[config.mk]
export PLATFORM = sky130hd
export DESIGN_NAME = stepper_pulse_rate_calc
export DESIGN_NICKNAME = d
export VERILOG_FILES = /design/src/rtl/sprc_pkg.sv /design/src/rtl/sprc_divider.sv /design/src/rtl/sprc_datapath.sv /design/src/rtl/sprc_ctrl.sv /design/src/rtl/stepper_pulse_rate_calc.sv
export SDC_FILE = /design/constraint.sdc
export NUM_CORES = 2
export LEC_CHECK = 0
export ABC_AREA = 1
export BUFFER_PORTS_ARGS = -buffer_cell sky130_fd_sc_hd__buf_2
export CAP_MARGIN = 10
export CORE_MARGIN = 2
export CORE_UTILIZATION = 45
export DETAILED_ROUTE_END_ITERATION = 8
export PLACE_DENSITY = 0.71
export SYNTH_ARGS = -nofsm -noshare
export SYNTH_HDL_FRONTEND = slang
export SYNTH_SLANG_ARGS = --single-unit
[constraint.sdc]
create_clock -name clk -period 11.12 [get_ports clk]
set_clock_uncertainty 0.2 [all_clocks]
set_input_delay 0.556 -clock clk [delete_from_list [all_inputs] [get_ports clk]]
set_output_delay 0.556 -clock clk [all_outputs]
set_load 0.01 [all_outputs]
[src/rtl/sprc_pkg.sv]
// Shared types and constants for the stepper pulse-rate calculator.
// No dependencies.
package sprc_pkg;

	localparam int DIST_W  = 40;
	localparam int STEP_W  = 32;
	localparam int CNT_W   = 17;
	localparam int SPUL_W  = 18;
	localparam int FRAC_W  = 8;
	localparam int DIR_W   = 2;
	localparam int AXIS_W  = 2;
	localparam int NUM_REGS = 3;

	localparam logic [DIR_W-1:0] DIR_STOP = 2'd0;
	localparam logic [DIR_W-1:0] DIR_POS  = 2'd1;
	localparam logic [DIR_W-1:0] DIR_NEG  = 2'd2;

	localparam logic [AXIS_W-1:0] REG_STEP_X = 2'd0;
	localparam logic [AXIS_W-1:0] REG_STEP_Y = 2'd1;
	localparam logic [AXIS_W-1:0] REG_STEP_Z = 2'd2;

	localparam logic [STEP_W-1:0] STEP_RESET = 32'd52429;

	typedef enum logic [3:0] {
		ST_IDLE,
		ST_SUM,
		ST_CMP,
		ST_DIV1,
		ST_PCNT,
		ST_DIV2,
		ST_DIV3,
		ST_UPD,
		ST_OUT
	} state_t;

	// controller -> datapath
	typedef struct packed {
		logic load;      // capture input item and residual
		logic sum;       // residual + displacement, saturate, write back
		logic cmp;       // classify ratio against limits
		logic div_start; // start shared divider
		logic div_sel1;  // operands for m / s
		logic div_sel2;  // operands for CLK / pulses
		logic div_sel3;  // operands for 256*r / pulses
		logic pcnt;      // settle pulse count
		logic qset;      // capture pulse count from quotient of m / s
		logic upd;       // subtract emitted distance, form result
	} dp_cmd_t;

	// datapath -> controller
	typedef struct packed {
		logic stop;      // result is stop, skip the rest
		logic need_div;  // pulse count comes from m / s
		logic div_busy;
	} dp_stat_t;

endpackage

[src/rtl/sprc_divider.sv]
// Shared restoring divider, one quotient bit per cycle.
// Depends on sprc_pkg.
module sprc_divider #(
	parameter int W = 64
) (
	input  logic         clk,
	input  logic         arst_n,
	input  logic         start,
	input  logic [W-1:0] num,
	input  logic [W-1:0] den,
	output logic         busy,
	output logic [W-1:0] quot,
	output logic [W-1:0] rem
);
	import sprc_pkg::*;

	localparam int CW = $clog2(W + 1);

	logic [W-1:0]  quot_q, rem_q, den_q;
	logic [CW-1:0] cnt_q;
	logic [W:0]    trial;

	assign trial = {rem_q, quot_q[W-1]} - {1'b0, den_q};

	always_ff @(posedge clk or negedge arst_n) begin
		if (!arst_n) begin
			cnt_q <= '0;
		end else if (start) begin
			cnt_q <= CW'(W);
		end else if (cnt_q != '0) begin
			cnt_q <= cnt_q - 1'b1;
		end
	end

	always_ff @(posedge clk) begin
		if (start) begin
			quot_q <= num;
			rem_q  <= '0;
			den_q  <= den;
		end else if (cnt_q != '0) begin
			if (!trial[W]) begin
				rem_q  <= trial[W-1:0];
				quot_q <= {quot_q[W-2:0], 1'b1};
			end else begin
				rem_q  <= {rem_q[W-2:0], quot_q[W-1]};
				quot_q <= {quot_q[W-2:0], 1'b0};
			end
		end
	end

	assign busy = (cnt_q != '0);
	assign quot = quot_q;
	assign rem  = rem_q;

endmodule

[src/rtl/sprc_datapath.sv]
// Datapath: step registers, residual store, limits and result registers.
// Depends on sprc_pkg and sprc_divider.
module sprc_datapath #(
	parameter int CLOCKS_PER_PERIOD = 131072,
	parameter int RATIO_MAX = 65536,
	parameter int RATIO_MIN = 2,
	parameter int AXES = 3
) (
	input  logic                              clk,
	input  logic                              arst_n,
	input  logic                              cfg_we,
	input  logic [sprc_pkg::AXIS_W-1:0]       cfg_idx,
	input  logic [sprc_pkg::STEP_W-1:0]       cfg_data,
	input  logic [sprc_pkg::AXIS_W-1:0]       axis_sel,
	input  logic signed [sprc_pkg::DIST_W-1:0] period_dist,
	input  sprc_pkg::dp_cmd_t                 cmd,
	output sprc_pkg::dp_stat_t                stat,
	output logic [sprc_pkg::DIR_W-1:0]        move_dir,
	output logic [sprc_pkg::CNT_W-1:0]        pulse_count,
	output logic signed [sprc_pkg::SPUL_W-1:0] signed_pulses,
	output logic [sprc_pkg::CNT_W-1:0]        timer_divider,
	output logic [sprc_pkg::FRAC_W-1:0]       divider_frac
);
	import sprc_pkg::*;

	localparam int DW = 64;
	localparam int AIW = (AXES > 1) ? $clog2(AXES) : 1;
	localparam int EW = CNT_W + STEP_W;
	localparam logic [CNT_W-1:0] CNT_MAX = '1;
	localparam longint P_HI = (2 * longint'(CLOCKS_PER_PERIOD) + RATIO_MAX)
		/ (2 * longint'(RATIO_MAX));
	localparam longint P_LO = (2 * longint'(CLOCKS_PER_PERIOD) + RATIO_MIN)
		/ (2 * longint'(RATIO_MIN));
	localparam logic [CNT_W-1:0] PULSE_HI = (P_HI > 131071) ? CNT_MAX : CNT_W'(P_HI);
	localparam logic [CNT_W-1:0] PULSE_LO = (P_LO > 131071) ? CNT_MAX : CNT_W'(P_LO);
	localparam logic signed [DIST_W+1:0] RES_MAX = {3'b000, {(DIST_W-1){1'b1}}};
	localparam logic signed [DIST_W+1:0] RES_MIN = {3'b111, {(DIST_W-1){1'b0}}};
	// anything beyond 2^40 saturates the residual just the same
	localparam logic [EW-1:0] EMIT_CAP = EW'(1) << DIST_W;

	logic [STEP_W-1:0] step_q [NUM_REGS];
	logic signed [DIST_W-1:0] resid_q [AXES];

	logic [AXIS_W-1:0]        axis_q;
	logic                     axis_ok_q;
	logic signed [DIST_W-1:0] dist_q, res_q;
	logic [DIST_W-1:0]        mag_q;
	logic                     neg_q, stop_q, need_div_q;
	logic [STEP_W-1:0]        s_q;
	logic [CNT_W-1:0]         pulses_q;
	logic [CNT_W-1:0]         tq_q;
	logic                     qz_q;
	logic [CNT_W-1:0]         rem_q;
	logic [2*STEP_W-1:0]      lhs_q, rhs_max_q;

	logic                     div_start;
	logic [DW-1:0]            div_num, div_den, div_quot, div_rem;
	logic                     div_busy;

	logic signed [DIST_W+1:0] sum_w, upd_w;
	logic signed [DIST_W-1:0] sat_w;
	logic [EW-1:0]            emit_full_w;
	logic signed [DIST_W+1:0] emit_w;
	logic [DIST_W-1:0]        mag_w;
	logic [DW-1:0]            qfull_w;

	// step registers
	always_ff @(posedge clk or negedge arst_n) begin
		if (!arst_n) begin
			for (int i = 0; i < NUM_REGS; i++) step_q[i] <= STEP_RESET;
		end else if (cfg_we && cfg_idx < AXIS_W'(NUM_REGS)) begin
			step_q[cfg_idx] <= cfg_data;
		end
	end

	function automatic logic signed [DIST_W-1:0] sat40(input logic signed [DIST_W+1:0] v);
		if (v > RES_MAX) return RES_MAX[DIST_W-1:0];
		else if (v < RES_MIN) return RES_MIN[DIST_W-1:0];
		else return v[DIST_W-1:0];
	endfunction

	assign sum_w  = DIST_W'(0) + {{2{res_q[DIST_W-1]}}, res_q} + {{2{dist_q[DIST_W-1]}}, dist_q};
	assign sat_w  = sat40(sum_w);
	// magnitude of the saturated sum; -2^39 gives 2^39 in 40 unsigned bits
	assign mag_w  = sat_w[DIST_W-1] ? DIST_W'(-sat_w) : sat_w;
	assign emit_full_w = EW'(pulses_q) * EW'(s_q);
	assign emit_w = (emit_full_w > EMIT_CAP) ? (DIST_W+2)'(EMIT_CAP)
	                                         : (DIST_W+2)'(emit_full_w);
	assign upd_w  = neg_q ? ({{2{res_q[DIST_W-1]}}, res_q} + emit_w)
	                      : ({{2{res_q[DIST_W-1]}}, res_q} - emit_w);

	// residual store; one entry per axis
	always_ff @(posedge clk or negedge arst_n) begin
		if (!arst_n) begin
			for (int i = 0; i < AXES; i++) resid_q[i] <= '0;
		end else if (axis_ok_q && cmd.sum) begin
			resid_q[AIW'(axis_q)] <= sat_w;
		end else if (axis_ok_q && cmd.upd && !stop_q) begin
			resid_q[AIW'(axis_q)] <= sat40(upd_w);
		end
	end

	// rounding: (2m + s) / (2s) equals (m + s/2) / s done as quotient of
	// 2m+s over 2s; the divider is 64 bits so both fit.
	always_comb begin
		div_start = cmd.div_start;
		div_num = '0;
		div_den = 64'd1;
		if (cmd.div_sel1) begin
			div_num = (DW'(mag_q) << 1) + DW'(s_q);
			div_den = DW'(s_q) << 1;
		end else if (cmd.div_sel2) begin
			div_num = DW'(CLOCKS_PER_PERIOD);
			div_den = DW'(pulses_q);
		end else if (cmd.div_sel3) begin
			// remainder of CLK / pulses is still held in the divider at start
			div_num = DW'(div_rem[CNT_W-1:0]) << FRAC_W;
			div_den = DW'(pulses_q);
		end
	end

	sprc_divider #(.W(DW)) u_div (
		.clk   (clk),
		.arst_n(arst_n),
		.start (div_start),
		.num   (div_num),
		.den   (div_den),
		.busy  (div_busy),
		.quot  (div_quot),
		.rem   (div_rem)
	);

	assign qfull_w = div_quot;

	always_ff @(posedge clk) begin
		if (cmd.load) begin
			axis_q    <= axis_sel;
			axis_ok_q <= (axis_sel < AXIS_W'(NUM_REGS)) && (32'(axis_sel) < AXES);
			dist_q    <= period_dist;
			res_q     <= resid_q[AIW'(axis_sel)];
			s_q       <= step_q[axis_sel];
			stop_q    <= 1'b0;
		end
		if (cmd.sum) begin
			res_q <= sat_w;
			mag_q <= mag_w;
			neg_q <= sum_w[DIST_W+1];
			lhs_q <= (2*STEP_W)'(CLOCKS_PER_PERIOD) * (2*STEP_W)'(s_q);
			stop_q <= !axis_ok_q || (s_q == '0) || (mag_w < DIST_W'(s_q));
		end
		if (cmd.cmp) begin
			rhs_max_q <= (2*STEP_W)'(RATIO_MAX) * (2*STEP_W)'(mag_q);
		end
		if (cmd.pcnt) begin
			// clamp decision is made here using staged products
			if (lhs_q > rhs_max_q) begin
				pulses_q <= PULSE_HI;
				need_div_q <= 1'b0;
			end else if (lhs_q <= (2*STEP_W)'(RATIO_MIN) * (2*STEP_W)'(mag_q)) begin
				pulses_q <= PULSE_LO;
				need_div_q <= 1'b0;
			end else begin
				need_div_q <= 1'b1;
			end
		end
		if (cmd.qset) begin
			if (need_div_q) begin
				pulses_q <= (qfull_w > DW'(CNT_MAX)) ? CNT_MAX : qfull_w[CNT_W-1:0];
				if (qfull_w == '0) stop_q <= 1'b1;
			end else if (pulses_q == '0) begin
				stop_q <= 1'b1;
			end
		end
		if (cmd.div_sel3 && cmd.div_start) begin
			// latched quotient/remainder of CLK / pulses
			qz_q <= (div_quot == '0);
			if (div_quot == '0) tq_q <= '0;
			else if (div_quot - 1 > DW'(CNT_MAX)) tq_q <= CNT_MAX;
			else tq_q <= CNT_W'(div_quot - 1);
			rem_q <= div_rem[CNT_W-1:0];
		end
		if (cmd.div_sel2 && cmd.div_start) begin
			need_div_q <= 1'b0;
		end
		if (cmd.upd) begin
			if (stop_q || !axis_ok_q) begin
				move_dir      <= DIR_STOP;
				pulse_count   <= '0;
				signed_pulses <= '0;
				timer_divider <= '0;
				divider_frac  <= '0;
			end else begin
				move_dir      <= neg_q ? DIR_NEG : DIR_POS;
				pulse_count   <= pulses_q;
				signed_pulses <= neg_q ? -SPUL_W'(pulses_q) : SPUL_W'(pulses_q);
				timer_divider <= tq_q;
				divider_frac  <= qz_q ? '0 : div_quot[FRAC_W-1:0];
			end
		end
	end

	assign stat.stop     = stop_q;
	assign stat.need_div = need_div_q;
	assign stat.div_busy = div_busy;

	logic unused_w;
	assign unused_w = ^rem_q;

endmodule

[src/rtl/sprc_ctrl.sv]
// Controller: sequences one item through the datapath and the output handshake.
// Depends on sprc_pkg.
module sprc_ctrl (
	input  logic               clk,
	input  logic               arst_n,
	input  logic               in_valid,
	output logic               in_ready,
	output logic               out_valid,
	input  logic               out_ready,
	input  sprc_pkg::dp_stat_t stat,
	output sprc_pkg::dp_cmd_t  cmd
);
	import sprc_pkg::*;

	state_t state_q, state_d;
	logic   started_q, started_d;
	logic   ov_q, ov_d;

	always_ff @(posedge clk or negedge arst_n) begin
		if (!arst_n) begin
			state_q   <= ST_IDLE;
			started_q <= 1'b0;
			ov_q      <= 1'b0;
		end else begin
			state_q   <= state_d;
			started_q <= started_d;
			ov_q      <= ov_d;
		end
	end

	always_comb begin
		state_d   = state_q;
		started_d = 1'b0;
		ov_d      = ov_q;
		cmd       = '0;
		in_ready  = 1'b0;
		if (ov_q && out_ready) ov_d = 1'b0;
		unique case (state_q)
			ST_IDLE: begin
				in_ready = 1'b1;
				if (in_valid) begin
					cmd.load = 1'b1;
					state_d = ST_SUM;
				end
			end
			ST_SUM: begin
				cmd.sum = 1'b1;
				state_d = ST_CMP;
			end
			ST_CMP: begin
				cmd.cmp = 1'b1;
				state_d = stat.stop ? ST_OUT : ST_PCNT;
			end
			ST_PCNT: begin
				cmd.pcnt = 1'b1;
				state_d = ST_DIV1;
			end
			ST_DIV1: begin
				cmd.div_sel1 = 1'b1;
				if (!stat.need_div) begin
					cmd.qset = 1'b1;
					state_d = ST_DIV2;
				end else if (!started_q) begin
					cmd.div_start = 1'b1;
					started_d = 1'b1;
				end else if (!stat.div_busy) begin
					cmd.qset = 1'b1;
					state_d = ST_DIV2;
				end else begin
					started_d = 1'b1;
				end
			end
			ST_DIV2: begin
				cmd.div_sel2 = 1'b1;
				if (stat.stop) begin
					state_d = ST_OUT;
				end else if (!started_q) begin
					cmd.div_start = 1'b1;
					started_d = 1'b1;
				end else if (!stat.div_busy) begin
					state_d = ST_DIV3;
				end else begin
					started_d = 1'b1;
				end
			end
			ST_DIV3: begin
				cmd.div_sel3 = 1'b1;
				if (!started_q) begin
					cmd.div_start = 1'b1;
					started_d = 1'b1;
				end else if (!stat.div_busy) begin
					state_d = ST_OUT;
				end else begin
					started_d = 1'b1;
				end
			end
			ST_OUT: begin
				if (!ov_d) begin
					cmd.upd = 1'b1;
					ov_d = 1'b1;
					state_d = ST_IDLE;
				end
			end
			default: state_d = ST_IDLE;
		endcase
	end

	assign out_valid = ov_q;

`ifndef ASSERT_OFF
	a_load_idle: assert property (@(posedge clk) disable iff (!arst_n)
		cmd.load |-> state_q == ST_IDLE) else $error("load outside idle");
	a_ov_hold: assert property (@(posedge clk) disable iff (!arst_n)
		ov_q && !out_ready |=> ov_q) else $error("result dropped");
	a_upd_free: assert property (@(posedge clk) disable iff (!arst_n)
		cmd.upd |-> !ov_q || out_ready) else $error("result overwritten");
`endif

endmodule

[src/rtl/stepper_pulse_rate_calc.sv]
// Top level of the stepper pulse-rate calculator.
// Depends on sprc_pkg, sprc_ctrl, sprc_datapath and sprc_divider.
//
// One item (axis, displacement) adds to that axis's residual and yields one
// result: direction, rounded pulse count, signed pulses and timer divider
// with an 8-bit fraction. Items are handled one at a time; the shared
// 64-bit restoring divider, one quotient bit per cycle, is used up to
// three times per item (residual over step, clocks over pulses, remainder
// fraction). The result register frees the input side: the next item is
// taken while a result still waits. Step lengths are to be written by the
// user through cfg_we/cfg_idx/cfg_data only while the block is idle; the
// block itself does not enforce this.
module stepper_pulse_rate_calc #(
	parameter int CLOCKS_PER_PERIOD = 131072,
	parameter int RATIO_MAX = 65536,
	parameter int RATIO_MIN = 2,
	parameter int AXES = 3
) (
	input  logic                               clk,
	input  logic                               arst_n,
	input  logic                               cfg_we,
	input  logic [sprc_pkg::AXIS_W-1:0]        cfg_idx,
	input  logic [sprc_pkg::STEP_W-1:0]        cfg_data,
	input  logic                               in_valid,
	output logic                               in_ready,
	input  logic [sprc_pkg::AXIS_W-1:0]        axis_sel,
	input  logic signed [sprc_pkg::DIST_W-1:0] period_dist,
	output logic                               out_valid,
	input  logic                               out_ready,
	output logic [sprc_pkg::DIR_W-1:0]         move_dir,
	output logic [sprc_pkg::CNT_W-1:0]         pulse_count,
	output logic signed [sprc_pkg::SPUL_W-1:0] signed_pulses,
	output logic [sprc_pkg::CNT_W-1:0]         timer_divider,
	output logic [sprc_pkg::FRAC_W-1:0]        divider_frac
);
	import sprc_pkg::*;

	dp_cmd_t  cmd;
	dp_stat_t stat;

	sprc_ctrl u_ctrl (
		.clk      (clk),
		.arst_n   (arst_n),
		.in_valid (in_valid),
		.in_ready (in_ready),
		.out_valid(out_valid),
		.out_ready(out_ready),
		.stat     (stat),
		.cmd      (cmd)
	);

	sprc_datapath #(
		.CLOCKS_PER_PERIOD(CLOCKS_PER_PERIOD),
		.RATIO_MAX        (RATIO_MAX),
		.RATIO_MIN        (RATIO_MIN),
		.AXES             (AXES)
	) u_dp (
		.clk          (clk),
		.arst_n       (arst_n),
		.cfg_we       (cfg_we),
		.cfg_idx      (cfg_idx),
		.cfg_data     (cfg_data),
		.axis_sel     (axis_sel),
		.period_dist  (period_dist),
		.cmd          (cmd),
		.stat         (stat),
		.move_dir     (move_dir),
		.pulse_count  (pulse_count),
		.signed_pulses(signed_pulses),
		.timer_divider(timer_divider),
		.divider_frac (divider_frac)
	);

endmodule

# Word level (Yosys, flattened, before mapping)
# Cells that the tools add are included.
dict set report totals {
  inputBits 81
  reg_bits 748
  out_inout_bits 64
  word_cells 202
}
dict set report op_classes {
  n_bitwise 4
  eq_ne 15
  add_sub_neg 9
  mul 1
  n_lt_le_gt_ge 18
  reduce_logical 27
  n_mux 93
}
# cell n
set op_table {}
lappend op_table {{40-bit 2-to-1 mux} 12}
lappend op_table {{64-bit 2-to-1 mux} 5}
lappend op_table {{120-bit bitwise mux} 2}
lappend op_table {{120-bit 2-to-1 mux} 2}
lappend op_table {{17-bit 2-to-1 mux} 9}
lappend op_table {{64-bit by 17-bit > comparator with 1-bit output (second input constant)} 2}
lappend op_table {{96-bit bitwise mux} 1}
lappend op_table {{32-bit 2-to-1 mux} 3}
lappend op_table {{42-bit by 40-bit > comparator with 1-bit output (second input constant)} 2}
lappend op_table {{42-bit by 40-bit < comparator with 1-bit output (second input constant)} 2}
lappend op_table {{42-bit 2-to-1 mux} 2}
lappend op_table {{40-bit binary-select mux with 2-bit select} 1}
lappend op_table {{40-bit demux with 2-bit select} 1}
lappend op_table {{33-bit 2-to-1 mux} 2}
lappend op_table {{65-bit by 64-bit subtractor with 65-bit output} 1}
lappend op_table {{32-bit binary-select mux with 2-bit select} 1}
lappend op_table {{32-bit demux with 2-bit select} 1}
lappend op_table {{64-bit zero test} 1}
lappend op_table {{64-bit by 1-bit subtractor with 64-bit output (second input constant)} 1}
lappend op_table {{49-bit by 56-bit > comparator with 1-bit output} 1}
lappend op_table {{49-bit by 41-bit > comparator with 1-bit output (second input constant)} 1}
lappend op_table {{49-bit by 41-bit less-or-equal comparator with 1-bit output} 1}
lappend op_table {{17-bit by 32-bit multiplier with 49-bit output} 1}
lappend op_table {{4-bit 2-to-1 mux} 11}
lappend op_table {{other kinds (38)} 101}

# Longest topological paths before layout
dict set report depth {
  depth_word 13
  mapped_depth 71
  depth_no_buf 64
}

# Hierarchy
# From an unflattened synthesis, not the netlist that was laid out.
dict set report hier_totals {
  hier_cells 10077
  area_unflattened_um2 70868.0
}
# module cells_each n_inst seq_area_each_um2 area_per_inst_um2
set modules_own_cells {}
lappend modules_own_cells {sprc_datapath 7653 1 15038.2 55537.0}
lappend modules_own_cells {sprc_divider 2338 1 5300.1 14821.7}
lappend modules_own_cells {sprc_ctrl 86 1 150.1 509.2}

# Worst setup path before layout
# No wires, ideal clock.
dict set report synth_timing {
  path_kind {reg2reg}
  from {reg u_dp.s_q[23]}
  to {reg u_dp.resid_q[32] (netlist bit)}
  slack_ps 679
  arrival_time_ps 10176
  path_stages_with_launch 66
  period_less_slack_ps 10441
  setup_time_ps 66
  required_time_ps 10854
  n_path_buf 7
  path_cell_list {edfxtp_1 > clkbuf_1 > clkbuf_1 > nand2_1 > fa_1 > inv_1 > fa_1 > inv_1 > fa_1 > inv_1 > fa_1 > fa_1 > inv_1 > fa_1 > inv_1 > ha_1 > nand2_1 > nor2_1 > [... 30 more ...] > o21ai_0 > a21oi_1 > o21ai_0 > nand2_1 > nand3_1 > a21oi_1 > o21ai_0 > nand2_1 > nand2_1 > xor2_1 > or2_2 > nand2_2 > buf_6 > buf_6 > nand2_2 > nand2_2 > nand2_1 > nand2_1}
}
dict set report synth_via {
  elab_chain_cells 13
  elab_cells_between_ends 15
  cone_classes {add/sub: 2; mul: 1; order compare: 3; mux: 9}
}
# item line
set synth_rtl {}
lappend synth_rtl {{start: declaration} sprc_datapath.sv:49} ;# logic [STEP_W-1:0] s_q;
lappend synth_rtl {{start signal: assignment} sprc_datapath.sv:141} ;# s_q <= step_q[axis_sel];
lappend synth_rtl {{17-bit by 32-bit multiplier with 49-bit output (*)} sprc_datapath.sv:86} ;# assign emit_full_w = EW'(pulses_q) * EW'(s_q);
lappend synth_rtl {{49-bit by 41-bit > comparator with 1-bit output} sprc_datapath.sv:87} ;# assign emit_w = (emit_full_w > EMIT_CAP) ? (DIST_W+2)'(EMIT_CAP)
lappend synth_rtl {{42-bit 2-to-1 mux (*)} sprc_datapath.sv:87}
lappend synth_rtl {{42-bit subtractor / 42-bit adder (equally long branches)} {sprc_datapath.sv:90, sprc_datapath.sv:89}}
lappend synth_rtl {{42-bit 2-to-1 mux (*)} sprc_datapath.sv:89} ;# assign upd_w = neg_q ? ({{2{res_q[DIST_W-1]}}, res_q} + emit_w)
lappend synth_rtl {{42-bit by 40-bit < comparator with 1-bit output} sprc_datapath.sv:78} ;# else if (v < RES_MIN) return RES_MIN[DIST_W-1:0];
lappend synth_rtl {{40-bit 2-to-1 mux} sprc_datapath.sv:78}
lappend synth_rtl {{40-bit 2-to-1 mux (*)} sprc_datapath.sv:77} ;# if (v > RES_MAX) return RES_MAX[DIST_W-1:0];
lappend synth_rtl {{40-bit 2-to-1 mux (*)} sprc_datapath.sv:98} ;# end else if (axis_ok_q && cmd.upd && !stop_q) begin
lappend synth_rtl {{40-bit 2-to-1 mux (*)} sprc_datapath.sv:96} ;# end else if (axis_ok_q && cmd.sum) begin
lappend synth_rtl {{120-bit bitwise mux (*)} sprc_datapath.sv:99} ;# resid_q[AIW'(axis_q)] <= sat40(upd_w);
lappend synth_rtl {{120-bit 2-to-1 mux (*)} sprc_datapath.sv:98}
lappend synth_rtl {{120-bit 2-to-1 mux (*)} sprc_datapath.sv:96}
lappend synth_rtl {{end signal: indexed assignment} sprc_datapath.sv:97} ;# resid_q[AIW'(axis_q)] <= sat_w;
lappend synth_rtl {{end signal: indexed assignment} sprc_datapath.sv:99}
lappend synth_rtl {{end: declaration} sprc_datapath.sv:42} ;# logic signed [DIST_W-1:0] resid_q [AXES];
# Every way passes the cells marked *; elsewhere a longest branch is shown, timed or not. The select of a mux whose other input is x is not followed.
# A chain may end at the register's enable or synchronous reset.

# Worst setup path in the final report
dict set report layout_timing {
  from {reg u_dp.s_q[14]}
  to {reg u_dp.resid_q[59] (netlist bit)}
}
# The elaborated chain is that of the path after synthesis.

==> impl_metrics.csv <==
group,metric,value,unit
drt,drc,0,
clocking,cts_buffers,87,
yosys,ys.flop_type,"edfxtp_1",
yosys,ys_types,69,
global_routing,grt_pass1_vias,59720,
yosys,synthesis.area,65680,µm²
yosys,ys_warn_count,0,
clocking,clk_latency,0.73,ns
sta,fin_crit,10.78,ns
outcome,status,"finished, final reports clean",
drt,first_pass_iters,7,
placement,port_buffers,144,
clocking,cts_sinks,716,
yosys,synth_fp_nets,9816,
flow_run,drv_cap,0,
floorplanning,die_y,386.0,µm
drt,vias,62100,
cells_and_area,final_layout_size_suffix_gt1_share,12.58,%
sta,finalCritPeriodShare,96.95,%
sta,finalHoldViolations,0,
cells_and_area,area_growth_syn_to_layout,17.86,%
global_routing,grt_pass1_wl,348300,µm
worst_setup_path,critPathCaptureType,"register",
drt,ant_nets,0,
yosys,ys_seq_area_share,29.78,%
clocking,root_buffer,"clkbuf_16",
worst_setup_path,cp_slowest_cell,"fa_1",
floorplanning,die_w,386.0,µm
yosys,async_flop_share,31.98,%
global_routing,antenna_found_initial,7,
cells_and_area,nNetsFinal,10320,
placement,place_hpwl,176100,µm
clocking,path_clk_slew,0.06,ns
clocking,cts_buffer_depth,3,
yosys,synth_area_leaders,"edfxtp_1, fa_1, nand2_1",
sta,tns,0,ns
sta,tightest_slew,1.198,ns
sta,final_max_slew_viol_count,0,
yosys,synthCells,8914,
worst_setup_path,cp.required,11.53,ns
global_routing,grt_util_all_layers,30.45,%
sta,clock.fmax,0.09275,GHz
clocking,cts_tree,"built",
cells_and_area,num_antenna_cells,0,
global_routing,grt-ovfl-total,0,
worst_setup_path,crit_type,"reg2reg",
yosys,yosysTopAreaCell,"edfxtp_1",
drt,wl_per_cell,20.55,µm
yosys,synth.most_common_cell,"nand2_1",
sta,relSlewSlack,19.47,%
yosys,synth_edf_count,404,
global_routing,grt_max_degree,99,
floorplanning,coreArea,145200,µm²
worst_setup_path,cp-start-kind,"register",
floorplanning,rows,140,
clocking,h-tree-depth,3,
cells_and_area,fillers,13600,
yosys,ys_ff_latch,716,
worst_setup_path,cpPeakStageDelay,0.59,ns
worst_hold_path,hp-class,"in2reg",
worst_setup_path,arrival,11.19,ns
floorplanning,die-area,149000,µm²
worst_setup_path,crit_top_cell,"nand2_1",
drt,viasPerCell,5.444,
yosys,syn_avg_cell_area,7.368,µm²
floorplanning,io_pins,145,
sta,finalSetupViolCount,0,
yosys,synthTopCellsByCount,"nand2_1, inv_1, nor2_1",
yosys,synthDominantCellAreaShare,18.47,%
sta,hold_slack,0.2262,ns
worst_setup_path,path_max_fanout,6,
floorplanning,start_util,45.23,%
drt,drt_iter0_markers,6338,
drt,wl,234500,µm
placement,gp_congestion,0.9904,
placed cells by master, fill, tap and decap left out, types with 14 or more instances in the layout:
cell / count
a21o_1: 14
a21oi_1: 335
a21oi_2: 28
a22oi_1: 42
a31oi_1: 89
buf_12: 49
buf_2: 142
buf_4: 440
clkbuf_16: 107
clkinv_2: 19
dfrtp_1: 202
dfstp_2: 27
dfxtp_1: 76
dlygate4sd3_1: 74
edfxtp_1: 404
fa_1: 442
ha_1: 338
ha_4: 25
inv_1: 1788
inv_2: 27
nand2_1: 2294
nand2_2: 99
nand3_1: 308
nand3_2: 17
nand4_1: 82
nor2_1: 765
nor2_2: 42
nor2_4: 23
nor3_1: 77
nor4_1: 25
o211ai_1: 51
o21ai_0: 454
o21ai_1: 30
o21bai_1: 21
o22ai_1: 34
o31ai_1: 36
xnor2_1: 62
xor2_1: 162
cell type report:
type	count	area, µm²	share of cell area (%)
timing repair buffer	737	6359	8.215
clock buffer	99	2295	2.965
inverter	1823	6868	8.873
multi-input combinational	6051	39150	50.57
tap	1917	2399	3.099
sequential	716	19580	25.30
clock inverter	65	757.0	0.9779
per-layer routing:
layer | share of wire [%] | vias to the layer above | global-route usage, %
li1 | - | 28840 | -
met1 | 42 | 29610 | 42.94
met2 | 43 | 3130 | 46.19
met3 | 9.8 | 518 | 5.020
met4 | 5.4 | 8 | 12.92
met5 | 0.020 | - | 0
path summary, 6_finish.rpt:
kind / endpoint / from / slack (ns) / cells past startpoint
max in group asynchronous: u_dp.u_div.cnt_q[6]$_DFFE_PN0P_ / arst_n / 8.02 / 4
setup reg to reg: u_dp.resid_q[59]$_DFFE_PN0P_ / u_dp.s_q[14]$_DFFE_PP_ / 0.34 / 57
setup / recovery: u_dp.resid_q[59]$_DFFE_PN0P_ / u_dp.s_q[14]$_DFFE_PP_ / 0.34 / 57
min in group asynchronous: u_dp.resid_q[71]$_DFFE_PN0P_ / arst_n / 0.30 / 2
hold reg to reg: u_dp.resid_q[71]$_DFFE_PN0P_ / u_dp.resid_q[71]$_DFFE_PN0P_ / 0.27 / 2
hold / removal: u_ctrl.state_q[2]$_DFFE_PN0P_ / in_valid / 0.23 / 5
state kept, by name, summed over array words and instances, names as in the netlist, 18 cells and up:
register	count
u_dp.resid_q	120
u_dp.step_q	96
u_dp.u_div.quot	64
u_dp.u_div.rem	64
u_dp.dist_q	40
u_dp.mag_q	40
u_dp.res_q	40
u_dp.rhs_max_q	40
u_dp.u_div.den_q	33
u_dp.lhs_q	32
u_dp.s_q	32
u_dp.signed_pulses	18
repair_timing:
item	CTS	global route
gates cloned	0	21
endpoints found under the hold margin	205	0
hold buffers	74	0
pin swaps	1	80
gates resized for setup	8	298
setup buffers	2	24
endpoints found under the setup margin	120	120
worst max-delay path: cells and delay by family (launching register included):
family | cells | cell delay (ns)
flops | 1 | 0.51
compound gates | 8 | 1.34
simple gates | 22 | 2.29
fa+ha+maj | 9 | 3.93
buf+inv | 16 | 1.84
xor+xnor | 2 | 0.53
kinds of logic after synthesis:
| kind of cell | count (synthesis) | synth area share, % |
|---|---|---|
| AOI/OAI and AO/OA | 1201 | 10.33 |
| and+or+nand+nor | 3799 | 23.54 |
| buffers and inverters | 2148 | 12.47 |
| xor gates and xnor gates | 229 | 3.065 |
| DFF | 716 | 29.78 |
| adders and majority gates | 821 | 20.82 |
per-stage QoR:
stage               cell area (µm²)  setup WS (ns)  instances  utilization [%]
floorplan                     65680         0.6789       8914                -
global placement              71680        -0.1633      11120            49.36
detailed placement            71680        -0.3541      11120            49.36
CTS                           75510       0.009910      11360            52.00
global route                  77410        -0.1074      11410            53.30
finish                        77410         0.3387      11410            53.30
Power is not shown: default switching activity piles up to over one toggle a cycle in this logic, so the estimate is an artifact.
